===== config.mk =====
export PLATFORM = sky130hd
export DESIGN_NAME = double_ended_queue
export DESIGN_NICKNAME = d
export VERILOG_FILES = /design/src/design/dq_pkg.sv /design/src/design/dq_ram.sv /design/src/design/dq_front.sv /design/src/design/dq_back.sv /design/src/design/double_ended_queue.sv
export VERILOG_INCLUDE_DIRS = /design/src /design/src/design
export SDC_FILE = /design/constraint.sdc
export NUM_CORES = 1
export LEC_CHECK = 0
export ABC_AREA = 1
export BUFFER_PORTS_ARGS = -buffer_cell sky130_fd_sc_hd__buf_2
export CORE_AREA = 2 2 249 251
export DETAILED_ROUTE_END_ITERATION = 7
export DIE_AREA = 0 0 251 253
export PLACE_DENSITY_LB_ADDON = 0.3
export SKIP_LAST_GASP = 1
export SLEW_MARGIN = 40
export SYNTH_ARGS = -nofsm -noshare
export SYNTH_HDL_FRONTEND = slang
export SYNTH_SLANG_ARGS = --single-unit
export TNS_END_PERCENT = 100

===== constraint.sdc =====
create_clock -name clock -period 3.5 [get_ports clock]
set_input_delay 0.175 -clock clock [delete_from_list [all_inputs] [get_ports clock]]
set_output_delay 0.175 -clock clock [all_outputs]
set_load 0.1 [all_outputs]

===== src/design/assert_macros.svh =====
// Assertion macros shared by the deque RTL.
// Relies on the including module having signals named clock and reset.
`ifndef ASSERT_MACROS_SVH
`define ASSERT_MACROS_SVH
`ifndef SYNTHESIS
// Property must hold at every edge outside reset.
`define DQ_ASSERT(label, cond, msg) \
   label: assert property (@(posedge clock) disable iff (reset) (cond)) else $error(msg);
// When ante holds, cons must hold in the next cycle.
`define DQ_ASSERT_NEXT(label, ante, cons, msg) \
   label: assert property (@(posedge clock) disable iff (reset) (ante) |=> (cons)) \
      else $error(msg);
`else
`define DQ_ASSERT(label, cond, msg)
`define DQ_ASSERT_NEXT(label, ante, cons, msg)
`endif
`endif


===== src/design/dq_pkg.sv =====
// Shared types and codes for the double-ended queue.
// No dependencies.
package dq_pkg;

   localparam int WORD_W        = 32;
   localparam int MODE_W        = 3;
   localparam int STATUS_W      = 3;
   localparam int DEPTH_DEFAULT = 16;

   // request modes
   localparam logic [MODE_W-1:0] MODE_PUSH_FRONT = 3'd0;
   localparam logic [MODE_W-1:0] MODE_PUSH_BACK  = 3'd1;
   localparam logic [MODE_W-1:0] MODE_POP_FRONT  = 3'd2;
   localparam logic [MODE_W-1:0] MODE_POP_BACK   = 3'd3;
   localparam logic [MODE_W-1:0] MODE_LIST       = 3'd4;

   // response status codes
   localparam logic [STATUS_W-1:0] STATUS_ADDED   = 3'd0;
   localparam logic [STATUS_W-1:0] STATUS_REMOVED = 3'd1;
   localparam logic [STATUS_W-1:0] STATUS_EMPTY   = 3'd2;
   localparam logic [STATUS_W-1:0] STATUS_FULL    = 3'd3;
   localparam logic [STATUS_W-1:0] STATUS_LISTED  = 3'd4;

   typedef enum logic [1:0] {
      OP_PUSH,
      OP_POP,
      OP_LIST
   } op_type;

   // decoded command handed from the front end to the back end
   typedef struct packed {
      op_type                    op;
      logic                      at_front;
      logic signed [WORD_W-1:0]  value;
   } cmd_type;

endpackage


===== src/design/dq_ram.sv =====
// Generic single-write, single-read RAM with registered read data.
// No dependencies.
module dq_ram #(
   parameter int WIDTH = 32,
   parameter int DEPTH = 16
) (
   input  logic                     clock,
   input  logic                     wr_en,
   input  logic [$clog2(DEPTH)-1:0] wr_addr,
   input  logic [WIDTH-1:0]         wr_data,
   input  logic [$clog2(DEPTH)-1:0] rd_addr,
   output logic [WIDTH-1:0]         rd_data
);

   logic [WIDTH-1:0] mem_ff [DEPTH];
   logic [WIDTH-1:0] rd_data_ff;

   always_ff @(posedge clock) begin
      if (wr_en) begin
         mem_ff[wr_addr] <= wr_data;
      end
      rd_data_ff <= mem_ff[rd_addr];
   end

   assign rd_data = rd_data_ff;

endmodule


===== src/design/dq_front.sv =====
// Front end: accepts request words, decodes the mode, queues commands.
// Depends on dq_pkg.
module dq_front (
   input  logic                        clock,
   input  logic                        reset,
   input  logic                        req_valid,
   output logic                        req_ready,
   input  logic [dq_pkg::MODE_W-1:0]   req_mode,
   input  logic signed [dq_pkg::WORD_W-1:0] req_value,
   output logic                        cmd_valid,
   input  logic                        cmd_ready,
   output dq_pkg::cmd_type             cmd
);
   import dq_pkg::*;

   localparam int Q_DEPTH = 2;
   localparam int Q_IDX_W = $clog2(Q_DEPTH);
   localparam int Q_CNT_W = $clog2(Q_DEPTH + 1);

   cmd_type              q_ff [Q_DEPTH];
   logic [Q_IDX_W-1:0]   wr_ptr_ff, wr_ptr_in;
   logic [Q_IDX_W-1:0]   rd_ptr_ff, rd_ptr_in;
   logic [Q_CNT_W-1:0]   fill_ff, fill_in;
   cmd_type              dec;
   logic                 dec_keep;
   logic                 push;
   logic                 pop;

   // mode decode; unused modes are taken and dropped
   always_comb begin
      dec.op       = OP_PUSH;
      dec.at_front = 1'b0;
      dec.value    = req_value;
      dec_keep     = 1'b1;
      case (req_mode)
         MODE_PUSH_FRONT: begin
            dec.op       = OP_PUSH;
            dec.at_front = 1'b1;
         end
         MODE_PUSH_BACK: begin
            dec.op = OP_PUSH;
         end
         MODE_POP_FRONT: begin
            dec.op       = OP_POP;
            dec.at_front = 1'b1;
         end
         MODE_POP_BACK: begin
            dec.op = OP_POP;
         end
         MODE_LIST: begin
            dec.op = OP_LIST;
         end
         default: begin
            dec_keep = 1'b0;
         end
      endcase
   end

   assign req_ready = (fill_ff != Q_CNT_W'(Q_DEPTH));
   assign cmd_valid = (fill_ff != '0);
   assign cmd       = q_ff[rd_ptr_ff];
   assign push      = req_valid && req_ready && dec_keep;
   assign pop       = cmd_valid && cmd_ready;

   always_comb begin
      wr_ptr_in = wr_ptr_ff;
      rd_ptr_in = rd_ptr_ff;
      fill_in   = fill_ff;
      if (push) begin
         wr_ptr_in = wr_ptr_ff + 1'b1;
      end
      if (pop) begin
         rd_ptr_in = rd_ptr_ff + 1'b1;
      end
      if (push && !pop) begin
         fill_in = fill_ff + 1'b1;
      end else if (pop && !push) begin
         fill_in = fill_ff - 1'b1;
      end
   end

   always_ff @(posedge clock) begin
      if (reset) begin
         wr_ptr_ff <= '0;
         rd_ptr_ff <= '0;
         fill_ff   <= '0;
      end else begin
         wr_ptr_ff <= wr_ptr_in;
         rd_ptr_ff <= rd_ptr_in;
         fill_ff   <= fill_in;
      end
   end

   always_ff @(posedge clock) begin
      if (push) begin
         q_ff[wr_ptr_ff] <= dec;
      end
   end

endmodule


===== src/design/dq_back.sv =====
// Back end: ring pointers, entry storage and the response register.
// Depends on dq_pkg, dq_ram and assert_macros.svh.
`include "assert_macros.svh"
module dq_back #(
   parameter int DEPTH = dq_pkg::DEPTH_DEFAULT
) (
   input  logic                             clock,
   input  logic                             reset,
   input  logic                             cmd_valid,
   output logic                             cmd_ready,
   input  dq_pkg::cmd_type                  cmd,
   output logic                             rsp_valid,
   input  logic                             rsp_ready,
   output logic signed [dq_pkg::WORD_W-1:0] rsp_value_res,
   output logic [dq_pkg::STATUS_W-1:0]      rsp_status,
   output logic                             rsp_last
);
   import dq_pkg::*;

   localparam int IDX_W = $clog2(DEPTH);
   localparam int CNT_W = $clog2(DEPTH + 1);
   localparam int SUM_W = $clog2(2 * DEPTH);

   typedef enum logic [1:0] {
      S_IDLE,
      S_FETCH,
      S_DATA
   } state_type;

   state_type                  state_ff, state_in;
   logic [IDX_W-1:0]           front_ff, front_in;
   logic [CNT_W-1:0]           count_ff, count_in;
   logic [IDX_W-1:0]           addr_ff, addr_in;
   logic [CNT_W-1:0]           offset_ff, offset_in;
   logic                       list_ff, list_in;
   logic                       rsp_valid_ff, rsp_valid_in;
   logic signed [WORD_W-1:0]   rsp_value_ff, rsp_value_in;
   logic [STATUS_W-1:0]        rsp_status_ff, rsp_status_in;
   logic                       rsp_last_ff, rsp_last_in;

   logic                       out_free;
   logic                       is_full;
   logic                       is_empty;
   logic                       final_elem;
   logic                       wr_en;
   logic [IDX_W-1:0]           wr_addr;
   logic [WORD_W-1:0]          rd_data;

   // (base + off) mod DEPTH, with base < DEPTH and off <= DEPTH
   function automatic logic [IDX_W-1:0] ring_add(logic [IDX_W-1:0] base,
                                                 logic [CNT_W-1:0] off);
      logic [SUM_W-1:0] s;
      s = SUM_W'(base) + SUM_W'(off);
      if (s >= SUM_W'(DEPTH)) begin
         s = s - SUM_W'(DEPTH);
      end
      return s[IDX_W-1:0];
   endfunction

   dq_ram #(
      .WIDTH (WORD_W),
      .DEPTH (DEPTH)
   ) u_ram (
      .clock   (clock),
      .wr_en   (wr_en),
      .wr_addr (wr_addr),
      .wr_data (cmd.value),
      .rd_addr (addr_ff),
      .rd_data (rd_data)
   );

   assign out_free   = !rsp_valid_ff || rsp_ready;
   assign is_full    = (count_ff == CNT_W'(DEPTH));
   assign is_empty   = (count_ff == '0);
   assign final_elem = !list_ff || ((offset_ff + 1'b1) == count_ff);

   always_comb begin
      state_in      = state_ff;
      front_in      = front_ff;
      count_in      = count_ff;
      addr_in       = addr_ff;
      offset_in     = offset_ff;
      list_in       = list_ff;
      rsp_valid_in  = rsp_valid_ff;
      rsp_value_in  = rsp_value_ff;
      rsp_status_in = rsp_status_ff;
      rsp_last_in   = rsp_last_ff;
      cmd_ready     = 1'b0;
      wr_en         = 1'b0;
      wr_addr       = ring_add(front_ff, count_ff);

      if (rsp_valid_ff && rsp_ready) begin
         rsp_valid_in = 1'b0;
      end

      case (state_ff)
         S_IDLE: begin
            if (cmd_valid && out_free) begin
               cmd_ready    = 1'b1;
               rsp_valid_in = 1'b1;
               rsp_last_in  = 1'b1;
               rsp_value_in = '0;
               case (cmd.op)
                  OP_PUSH: begin
                     if (is_full) begin
                        rsp_status_in = STATUS_FULL;
                     end else begin
                        wr_en = 1'b1;
                        if (cmd.at_front) begin
                           front_in = ring_add(front_ff, CNT_W'(DEPTH - 1));
                           wr_addr  = front_in;
                        end
                        count_in      = count_ff + 1'b1;
                        rsp_value_in  = cmd.value;
                        rsp_status_in = STATUS_ADDED;
                     end
                  end
                  OP_POP: begin
                     if (is_empty) begin
                        rsp_status_in = STATUS_EMPTY;
                     end else begin
                        rsp_valid_in = rsp_valid_ff && !rsp_ready;
                        list_in      = 1'b0;
                        if (cmd.at_front) begin
                           addr_in  = front_ff;
                           front_in = ring_add(front_ff, CNT_W'(1));
                        end else begin
                           addr_in = ring_add(front_ff, count_ff - 1'b1);
                        end
                        count_in = count_ff - 1'b1;
                        state_in = S_FETCH;
                     end
                  end
                  OP_LIST: begin
                     if (is_empty) begin
                        rsp_status_in = STATUS_EMPTY;
                     end else begin
                        rsp_valid_in = rsp_valid_ff && !rsp_ready;
                        list_in      = 1'b1;
                        addr_in      = front_ff;
                        offset_in    = '0;
                        state_in     = S_FETCH;
                     end
                  end
                  default: begin
                     rsp_valid_in = rsp_valid_ff && !rsp_ready;
                  end
               endcase
            end
         end
         S_FETCH: begin
            state_in = S_DATA;
         end
         S_DATA: begin
            if (out_free) begin
               rsp_valid_in  = 1'b1;
               rsp_value_in  = $signed(rd_data);
               rsp_status_in = list_ff ? STATUS_LISTED : STATUS_REMOVED;
               rsp_last_in   = final_elem;
               if (final_elem) begin
                  state_in = S_IDLE;
               end else begin
                  offset_in = offset_ff + 1'b1;
                  addr_in   = ring_add(addr_ff, CNT_W'(1));
                  state_in  = S_FETCH;
               end
            end
         end
         default: begin
            state_in = S_IDLE;
         end
      endcase
   end

   always_ff @(posedge clock) begin
      if (reset) begin
         state_ff     <= S_IDLE;
         front_ff     <= '0;
         count_ff     <= '0;
         rsp_valid_ff <= 1'b0;
      end else begin
         state_ff      <= state_in;
         front_ff      <= front_in;
         count_ff      <= count_in;
         rsp_valid_ff  <= rsp_valid_in;
         addr_ff       <= addr_in;
         offset_ff     <= offset_in;
         list_ff       <= list_in;
         rsp_value_ff  <= rsp_value_in;
         rsp_status_ff <= rsp_status_in;
         rsp_last_ff   <= rsp_last_in;
      end
   end

   assign rsp_valid     = rsp_valid_ff;
   assign rsp_value_res = rsp_value_ff;
   assign rsp_status    = rsp_status_ff;
   assign rsp_last      = rsp_last_ff;

   `DQ_ASSERT(a_count_bound, count_ff <= CNT_W'(DEPTH), "occupancy above depth")
   `DQ_ASSERT(a_front_bound, {1'b0, front_ff} < (IDX_W + 1)'(DEPTH), "front index out of ring")
   `DQ_ASSERT_NEXT(a_count_held, state_ff != S_IDLE, count_ff == $past(count_ff), "occupancy moved mid read")
   `DQ_ASSERT_NEXT(a_push_grows, cmd_valid && cmd_ready && cmd.op == OP_PUSH && !is_full, count_ff == $past(count_ff) + 1'b1, "push did not grow occupancy")
   `DQ_ASSERT_NEXT(a_push_answers, cmd_valid && cmd_ready && cmd.op == OP_PUSH, rsp_valid_ff, "push gave no word")

endmodule


===== src/design/double_ended_queue.sv =====
// Double-ended queue of signed 32-bit words held in a DEPTH-entry ring.
// Push / full / empty word: goes through the front queue and the response register;
//   one per cycle while rsp does not stall. Pop: S_FETCH issues the registered RAM
//   read and S_DATA puts the removed word in the response register; the back end
//   takes no new command until back in S_IDLE; a list repeats S_FETCH, S_DATA per word.
// Synchronous active-high reset empties the deque; ring contents are not cleared.

// Structure:
//   dq_front - takes request words at once, decodes the mode (unused modes are
//              dropped with no response) and parks commands in a two-entry queue.
//   dq_back  - owns front index, occupancy and the ring RAM; runs each command,
//              walks the ring for pops and lists, and holds the response in a
//              register. While rsp stalls the back end waits; the two-entry queue
//              absorbs up to two more requests before req_ready drops.
// Depends on dq_pkg, dq_front, dq_back, dq_ram.
module double_ended_queue #(
   parameter int DEPTH = dq_pkg::DEPTH_DEFAULT
) (
   input  logic                             clock,
   input  logic                             reset,
   input  logic                             req_valid,
   output logic                             req_ready,
   input  logic [dq_pkg::MODE_W-1:0]        req_mode,
   input  logic signed [dq_pkg::WORD_W-1:0] req_value,
   output logic                             rsp_valid,
   input  logic                             rsp_ready,
   output logic signed [dq_pkg::WORD_W-1:0] rsp_value_res,
   output logic [dq_pkg::STATUS_W-1:0]      rsp_status,
   output logic                             rsp_last
);
   import dq_pkg::*;

   // decoded command channel between the two halves
   logic    cmd_valid;
   logic    cmd_ready;
   cmd_type cmd;

   dq_front u_front (
      .clock     (clock),
      .reset     (reset),
      .req_valid (req_valid),
      .req_ready (req_ready),
      .req_mode  (req_mode),
      .req_value (req_value),
      .cmd_valid (cmd_valid),
      .cmd_ready (cmd_ready),
      .cmd       (cmd)
   );

   // rsp_last marks the final word of a request (always set outside a list)
   dq_back #(
      .DEPTH (DEPTH)
   ) u_back (
      .clock         (clock),
      .reset         (reset),
      .cmd_valid     (cmd_valid),
      .cmd_ready     (cmd_ready),
      .cmd           (cmd),
      .rsp_valid     (rsp_valid),
      .rsp_ready     (rsp_ready),
      .rsp_value_res (rsp_value_res),
      .rsp_status    (rsp_status),
      .rsp_last      (rsp_last)
   );

endmodule


== Word-level counts from Yosys, hierarchy flattened ==
Memory sizes are Yosys's and may differ from the RTL's. A register that Yosys moved wholly into a read port is not among the register bits.
Cells that the tools add are included.
Storage, ports and cells
  bits in registers: 62
  bits in writable memories: 582
  input port bits: 39
  output and inout bits: 38
  logic and storage cells: 180
  memories kept: 2
Operators by class
  add/sub/neg operators: 17
  $lt $le $gt $ge: 5
  equality and inequality tests: 27
  muxes and demuxes: 79
  bitwise gates (word level): 1
  reduce and logical (&&, ||, !) cells: 36
Memories
  u_back.u_ram.mem_ff: words 16, width 32, read ports 1, clocked after Yosys merged registers in 1, wr ports 1, RTL line dq_ram.sv:15  | logic [WIDTH-1:0] mem_ff [DEPTH];
  u_front.q_ff: words 2, width 35, read ports 1, clocked after Yosys merged registers in 1, wr ports 1, RTL line dq_front.sv:20  | cmd_type q_ff [Q_DEPTH];
Operators with widths (count)
  32-bit two-way mux: 4
  4-bit two-way mux: 20
  32-bit one-hot mux with 2 select lines: 1
  5-bit two-way mux: 7
  5-bit >= comparator (second input constant): 5
  4-bit one-hot mux with 2 select lines: 3
  1-bit two-way mux: 23
  2-bit inequality test (second input constant): 10
  5-bit one-hot mux with 2 select lines: 2
  4-bit by 1-bit subtractor with 4-bit output (second input constant): 5
  2-bit two-way mux: 7
  7-bit AND reduction: 2
  3-bit two-way mux: 4
  3-bit inequality test (second input constant): 4
  3-bit one-hot mux with 2 select lines: 2
  6-bit AND reduction: 2
  4-bit by 1-bit adder with 5-bit output (second input constant): 2
  4-bit by 5-bit adder with 5-bit output: 2
  5-bit by 1-bit adder with 5-bit output (second input constant): 2
  2-bit nonzero test: 5
  1-bit logical AND: 8
  1-bit one-hot mux with 2 select lines: 4
  4-bit AND reduction: 2
  8-bit AND reduction: 1
  25 further kinds: 38

== Longest topological paths before layout ==
Gate-level depths: netlist (run 1).
  depth in word-level cells: 9
  depth in mapped cells: 13
  gate-level depth less buffers: 12

== Hierarchy ==
From an unflattened synthesis (run 1), not the netlist that was laid out.
Second synthesis, totals
  cell total of the unflattened synthesis: 2686
  area, all modules: 29188.0 sq um
By module, submodules not included
  dq_ram: instances 1, cells an instance 2120, area an instance 22744.3 sq um, seq. area each 16015.4 sq um
  dq_back: instances 1, cells an instance 412, area an instance 3487.1 sq um, seq. area each 1621.6 sq um
  dq_front: instances 1, cells an instance 154, area an instance 2956.6 sq um, seq. area each 2202.1 sq um

== Worst setup path after synthesis (run 1) ==
Ideal clock, no wire load.
  path kind: reg2reg
  start: register u_back.rsp_valid_ff, in the netlist u_back.rsp_valid
  end: memory u_back.u_ram.mem_ff[0][0], enable pin
  setup time: 0.421 ns
  arrival time: 3.241 ns
  data required time: 3.079 ns
  path slack: -0.163 ns
  cell stages (with the launch flop): 12
  path buffers: 1
  period minus slack after synthesis: 3.663 ns
  cells stage by stage: dfxtp_1 inv_1 nor2_1 nor2_2 nand2_4 nor2_4 buf_6 nand3_1 nand2_2 inv_2 nand2_2 nor2_1
Between the ends
  word-level cells in the longest chain between the ends: 7
  elaborated cells on any way between the ends: 9
  those cells by class: mux: 6; reduce/logical: 3
Ends and longest elaborated chain
  from (decl): RTL line dq_back.sv:36  | logic rsp_valid_ff, rsp_valid_in;
  from (signal assigned): RTL line dq_back.sv:185  | rsp_valid_ff <= rsp_valid_in;
  1-bit zero test *: RTL line dq_back.sv:72  | assign out_free = !rsp_valid_ff || rsp_ready;
  1-bit logical OR *: RTL line dq_back.sv:72
  1-bit logical AND *: RTL line dq_back.sv:98  | if (cmd_valid && out_free) begin
  1-bit two-way mux: RTL line dq_back.sv:98
  1-bit two-way mux: RTL line dq_back.sv:96  | case (state_ff)
  1-bit two-way mux: RTL line dq_ram.sv:19  | if (wr_en) begin
  1-bit two-way mux (implied by the code): RTL line dq_ram.sv:20  | mem_ff[wr_addr] <= wr_data;
  to (decl): RTL line dq_ram.sv:15
Every way passes the cells marked *; elsewhere a longest branch is shown, timed or not.

==> results of run 1 <==
stage by stage:
stage                     cells  TNS, ns  setup WS (ns)  cell area, sq um
after floorplan            2186   -76.42         -0.163             27100
after global placement     2986        0          0.334             28600
after detailed placement   2989        0          0.227             28700
after CTS                  3157        0          0.224             31400
after global routing       3157        0         0.0153             31400
final                      3157        0          0.232             31400
state kept, by name, indices dropped and copies added (netlist names), named ones only:
| signal | cells |
|---|---|
| u_back.addr_ff | 4 |
| u_back.count_ff | 5 |
| u_back.front_ff | 4 |
| u_back.list_ff | 1 |
| u_back.offset_ff | 5 |
| u_back.rsp_last | 1 |
| u_back.rsp_status | 3 |
| u_back.rsp_valid | 1 |
| u_back.rsp_value_res | 32 |
| u_back.state_ff | 2 |
| u_back.u_ram.mem_ff | 512 |
| u_back.u_ram.rd_data | 32 |
| u_front.fill_ff | 2 |
| u_front.q_ff | 70 |
| u_front.rd_ptr_ff | 1 |
| u_front.wr_ptr_ff | 1 |
critical path: stages (launching register included):
cell	delay (ns)
dfxtp_1	0.37
inv_2	0.05
or2_2	0.26
o21ai_0	0.16
ha_1	0.39
nand2_4	0.09
nor2_4	0.24
nand3_1	0.10
nand2_1	0.11
nand3_1	0.34
nor2_4	0.63
buf_12	0.24
synth_stat cells (3+ instances only):
master	number
clkbuf_1	69
xor2_1	11
o21ai_0	301
o211ai_1	127
buf_2	25
inv_1	46
a21oi_1	23
nand2_1	270
or2_2	3
nand2_2	9
edfxtp_1	628
buf_4	6
nand3_1	62
o21ai_1	41
ha_1	18
nor2_2	10
dfxtp_1	49
nand4_1	6
inv_2	4
nor2_1	429
buf_1	14
buf_6	12
xnor2_1	3
cells in the final DEF (no fill, tap or decap), types with 6 or more instances in the layout:
cell / instances
a21oi_1: 23
buf_12: 13
buf_2: 76
buf_4: 48
bufinv_16: 8
clkbuf_1: 20
clkbuf_16: 72
clkinv_1: 13
clkinv_2: 7
dfxtp_1: 49
dlygate4sd3_1: 38
edfxtp_1: 628
ha_1: 18
inv_1: 46
nand2_1: 256
nand2_2: 23
nand3_1: 62
nand4_1: 6
nor2_1: 411
nor2_2: 10
nor2_4: 19
o211ai_1: 127
o21ai_0: 301
o21ai_1: 41
xor2_1: 11
where the power goes:
group	switching [mW]	total (mW)	internal [mW]
clock	3.09	7.54	4.46
combinational	5.52	7.11	1.59
sequential	0.252	10.5	10.2
final cells by class:
type | instances | share of cell area (%)
multi-input cells | 1329 | 20.9
flip-flops and latches | 677 | 63.2
inverters | 53 | 0.658
clock inverters | 36 | 1.36
clock buffers | 94 | 6.07
repair buffers | 178 | 4.62
well taps | 790 | 3.15
metal layers:
| metal | track usage [%] | vias up | routed length [um] |
|---|---|---|---|
| met5 | 0 | - | 0 |
| met4 | 8.35 | 0 | 2170 |
| met3 | 3.76 | 116 | 5670 |
| met2 | 33.9 | 758 | 31800 |
| met1 | 30.5 | 8622 | 29300 |
| li1 | - | 8086 | - |
cells by family (layout without fill, tap and decap cells):
logic type                 after synthesis  count (layout)  synth area share, %
buffers and inverters                  180             361                 3.10
AOI/OAI and AO/OA                      496             496                 10.4
DFF                                    677             677                 73.3
and+or+nand+nor                        799             799                 11.8
adders and majority gates               20              20                0.980
xor gates and xnor gates                14              14                0.453
how the worst max path moves through the flow:
stage	from	to	slack, ns	cells after the start
2_1_floorplan	u_back.rsp_valid	u_back.u_ram.mem_ff[0][0]	-0.16	11
4_1_cts	register	u_back.u_ram.mem_ff[5][25]	0.22	11
5_1_grt	register	u_back.u_ram.mem_ff[5][26]	0.02	11
3_3_place_gp	register	u_back.u_ram.mem_ff[5][22]	0.33	11
3_5_place_dp	register	u_back.u_ram.mem_ff[5][24]	0.23	11
6_report	register	u_back.u_ram.mem_ff[5][25]	0.23	11
==> impl_metrics.ini, run 1 <==
[worst_setup_path]
reg2reg_slack_ns = 0.23
cp_data_arrival_time_ns = 3.59
critical_path_required_ns = 3.82
startpoint_type = register
r2r-end = u_back.u_ram.mem_ff[5][25]
critical_path_class = register to register
crit_fanout = 17
end_kind = register
r2r_cells = 11

[sta]
slew_violations = 0
rsz0062_at_grt = false
clock.fmax_mhz = 306
hold_viol = 0
setup_viol = 0
tightest_slew_ns = 0.853
clock_skew_ns = 0.0196
slew_headroom_pct = 43.0
finalCritPeriodShare_pct = 93.4
hold_slack_ns = 0.0948
period_minus_slack_ns = 3.27

[global_routing]
overflow = 0
track_usage_pct = 21.7
grt_first_pass_wirelength_mm = 104
antenna_found_initial = 3
grt_max_degree = 131
grt_pass1_vias = 17000

[clock_network]
clk_transition_reported_paths_ns = 0.06
cts_resized = 0
postCtsHoldBufs = 38
cts_sinks = 677
htree_levels = 3
root_buffer = clkbuf_16
clockBufferDepth = 3
postCtsSetupBuffers = 0
clk_latency_ns = 0.61
cts-buffers-inserted = 71
tritoncts = done

[yosys]
synthFlopType = edfxtp_1
synth_nets = 2245
synth-edff-count = 628
ys_seq_elements = 677
yosysSeqAreaShare_pct = 73.3
synthDistinctLibCells = 39
yosysTopAreaCellShare_pct = 69.7
postSynth.asyncResetShare_pct = 0
syn-mean-instance-area_sq_um = 12.4
synth_warnings = 0
synth_cells = 2186
synth.cell_area_sq_mm = 0.0271
yosys.area.top_type = edfxtp_1
synth.top_cells.by_area = edfxtp_1, nor2_1, o21ai_0

[finish]
postLayoutCoreUtil_pct = 51.4
final_nets = 2369
syn2layout_area_growth_pct = 15.9
drive_above_1_share_pct = 12.9
multi_input_area_sq_mm = 0.00657
seq_area_sq_mm = 0.0198
n_fill_cell = 5147
diodes = 0

[floorplanning]
die_w_um = 251
core-area_sq_mm = 0.0610
ios = 77
die_h_um = 253
dieArea_sq_mm = 0.0635
rows = 91
initial_core_util_pct = 44.4

[detailed_routing]
vias = 17600
drc = 0
ant_nets = 0
routed_wl_mm = 68.9
firstDrtPassIters = 6
viasPerCell = 5.57
drt_iter0_drc = 2043
wl_per_cell_um = 21.8

[min_path]
min-delay-start = req_valid
hold_path_end = u_front.wr_ptr_ff
min_path_cells = 4
hp-class = primary input to register

[place]
port_buffers = 76
place.gp.congestion = 0.835
place_hpwl_mm = 41.6

[pwr]
total_power_mw = 25.1
powerDensity_mw_per_mm2 = 801
peakVddDrop_mv = 0.522
p_leak_nw = 10.8

[run_status]
status = complete, no violations

[run]
maxCapViolCount = 0
Power figures use the tool's default switching activity.
==> inputs of run 2 (changes only) <==
--- a/config.mk
+++ b/config.mk
@@ -7,13 +7,13 @@
 export NUM_CORES = 1
 export LEC_CHECK = 0
 export ABC_AREA = 1
-export BUFFER_PORTS_ARGS = -buffer_cell sky130_fd_sc_hd__buf_2
 export CORE_AREA = 2 2 249 251
 export DETAILED_ROUTE_END_ITERATION = 7
 export DIE_AREA = 0 0 251 253
+export DONT_BUFFER_PORTS = 1
 export PLACE_DENSITY_LB_ADDON = 0.3
 export SKIP_LAST_GASP = 1
-export SLEW_MARGIN = 40
+export SLEW_MARGIN = 10
 export SYNTH_ARGS = -nofsm -noshare
 export SYNTH_HDL_FRONTEND = slang
 export SYNTH_SLANG_ARGS = --single-unit
==> run 2 against run 1 <==
Against the previous run:
- cell count decreased by 3.0%
- total power fell by 3.7%
- sequential share of layout area rose by 1.5 points
- worst setup slack lost 0.12 ns
- utilization fell by 1.2 points
- first-iteration DRC count shrank 15%
- wire length fell by 6.9%
- critical endpoint is now u_back.u_ram.mem_ff[12][8]
==> impl_metrics.ini, run 2 (synthesis results as in run 1) <==
[run_status]
status = complete, no violations

[pwr]
p_leak_nw = 10.3
peakVddDrop_mv = 0.529
combPwrFrac_pct = 22.9
total_power_mw = 24.2
p_sw_mw = 8.40
pwr-share-clk_pct = 29.5
powerDensity_mw_per_mm2 = 790
sequentialPowerShare_pct = 47.6
p_int_mw = 15.8
power.share.switching_pct = 34.7

[sta]
clock_skew_ns = 0.0176
slew_headroom_pct = 14.6
tns_ns = 0
period_minus_slack_ns = 3.39
hold_viol = 0
tightest_slew_ns = 1.28
slew_violations = 0
setup_viol = 0
finalCritPeriodShare_pct = 96.8
rsz0062_at_grt = true
clock.fmax_mhz = 295

[global_routing]
grt_max_degree = 260
grt_pass1_vias = 16400
antenna_found_initial = 3
grt_first_pass_wirelength_mm = 97.9
track_usage_pct = 20.3
overflow = 0

[worst_setup_path]
endpoint = u_back.u_ram.mem_ff[12][8]
cp_top_family = simple AND/OR/NAND/NOR gates
crit_fanout = 32
r2r-end = u_back.u_ram.mem_ff[12][8]
reg2reg_slack_ns = 0.11
critical_path_required_ns = 3.70
slowest_delay_ns = 0.96
cp_data_arrival_time_ns = 3.59
startpoint_type = register
critical_path_class = register to register
crit_chain = inv_2 -> or2_2 -> o21ai_0 -> ha_1 -> nand2_4 -> nor2_4 -> nand3_1 -> nand2_2 -> nand2_2 -> nor2_4
end_kind = register
path_depth = 10
cp_num_buf_inv = 1
r2r_cells = 10
slowest_stage = nor2_4

[floorplanning]
dieArea_sq_mm = 0.0635
rows = 91
die_h_um = 253
die_w_um = 251
ios = 77
initial_core_util_pct = 44.4
core-area_sq_mm = 0.0610

[detailed_routing]
wl_per_cell_um = 21.0
vias = 16900
firstDrtPassIters = 5
viasPerCell = 5.53
drc = 0
ant_nets = 0
routed_wl_mm = 64.2
drt_iter0_drc = 1740

[min_path]
hp-class = primary input to register
min_path_cells = 1

[clock_network]
root_buffer = clkbuf_16
clk_latency_ns = 0.60
clockBufferDepth = 3
cts_resized = 0
tritoncts = done
cts-buffers-inserted = 69
postCtsSetupBuffers = 0
cts_sinks = 677
clk_transition_reported_paths_ns = 0.06
htree_levels = 3

[finish]
drive_above_1_share_pct = 8.76
final_nets = 2275
top_regs = u_back.u_ram.mem_ff: 512 flops, u_front.q_ff: 70 flops
diodes = 0
syn2layout_area_growth_pct = 13.2
n_fill_cell = 5144
largest_register_ffs = 512
final_common_cell = edfxtp_1
layout_common_cells = edfxtp_1, nor2_1, o21ai_0
multi_input_area_sq_mm = 0.00653
top_register = u_back.u_ram.mem_ff
seq_area_sq_mm = 0.0198

[place]
port_buffers = 0
place.gp.congestion = 0.872
place_hpwl_mm = 35.5

[run]
maxCapViolCount = 0
[run 2: changes by cell type in the layout (fill, tap and decap cells not counted), sizes merged]
cell	change
buf	-93
bufinv	-3
clkbuf	-2
clkinv	+5
dlygate4sd3	+1
inv	-3
[run 2: worst register-to-register path, stage by stage (launching register included)]
cell and delay (ns):
dfxtp_1 0.38, inv_2 0.05, or2_2 0.26, o21ai_0 0.16, ha_1 0.39, nand2_4 0.09
nor2_4 0.24, nand3_1 0.13, nand2_2 0.14, nand2_2 0.17, nor2_4 0.96
[run 2: cell type report]
| type | instances | area share, % |
|---|---|---|
| flip-flops and latches | 677 | 64.7 |
| multi-input cells | 1329 | 21.3 |
| clock buffers | 92 | 6.12 |
| well taps | 790 | 3.22 |
| repair buffers | 86 | 2.91 |
| clock inverters | 35 | 1.07 |
| inverters | 53 | 0.665 |
[run 2: what timing repair did]
action | 4_1_cts | 5_1_grt
hold buffers | 39 | 0
setup endpoints to repair | 0 | 64
endpoints found under the hold margin | 88 | 0
[run 2: worst min-delay path by stage]
stage / start / endpoint / slack, ns
6_report: req_value[31] / u_front.q_ff[0][31] / 0.22
5_1_grt: req_value[30] / u_front.q_ff[1][30] / 0.21
4_1_cts: req_value[14] / u_front.q_ff[0][14] / 0.19
3_5_place_dp: reset / u_back.count_ff[4] / 0.25
3_3_place_gp: reset / u_back.state_ff[1] / 0.25
2_1_floorplan: req_value[0] / u_front.q_ff[0][0] / 0.27
[run 2: power by group through the flow]
stage               clock network (mW)  registers, mW  logic [mW]
floorplan                            0           11.6        3.61
global placement                     0           11.7        5.40
detailed placement                   0           11.7        5.50
CTS                               7.28           11.5        5.56
global route                      7.58           11.6        6.17
finish                            7.15           11.5        5.54
[run 2: per-layer routing]
| layer | wire (um) | vias to the layer above | share of wire, % | track usage [%] |
|---|---|---|---|---|
| met1 | 28200 | 8376 | 44 | 28.4 |
| met2 | 30600 | 594 | 48 | 32.9 |
| met4 | 1300 | 0 | 2.0 | 6.24 |
| met3 | 4110 | 85 | 6.4 | 3.08 |
| met5 | 0 | - | 0 | 0 |
| li1 | - | 7891 | - | - |
[run 2: stage by stage]
step,cells,worst slack [ns],util [%],area [sq um],hold slack [ns]
finish,3062,0.112,50.2,30700,0.221
global route,3062,-0.0685,50.2,30700,0.212
CTS,3060,0.0261,50.2,30600,0.187
detailed placement,2894,0.0299,45.9,28000,0.250
global placement,2894,0.134,45.9,28000,0.247
floorplan,2186,-0.163,-,27100,0.274
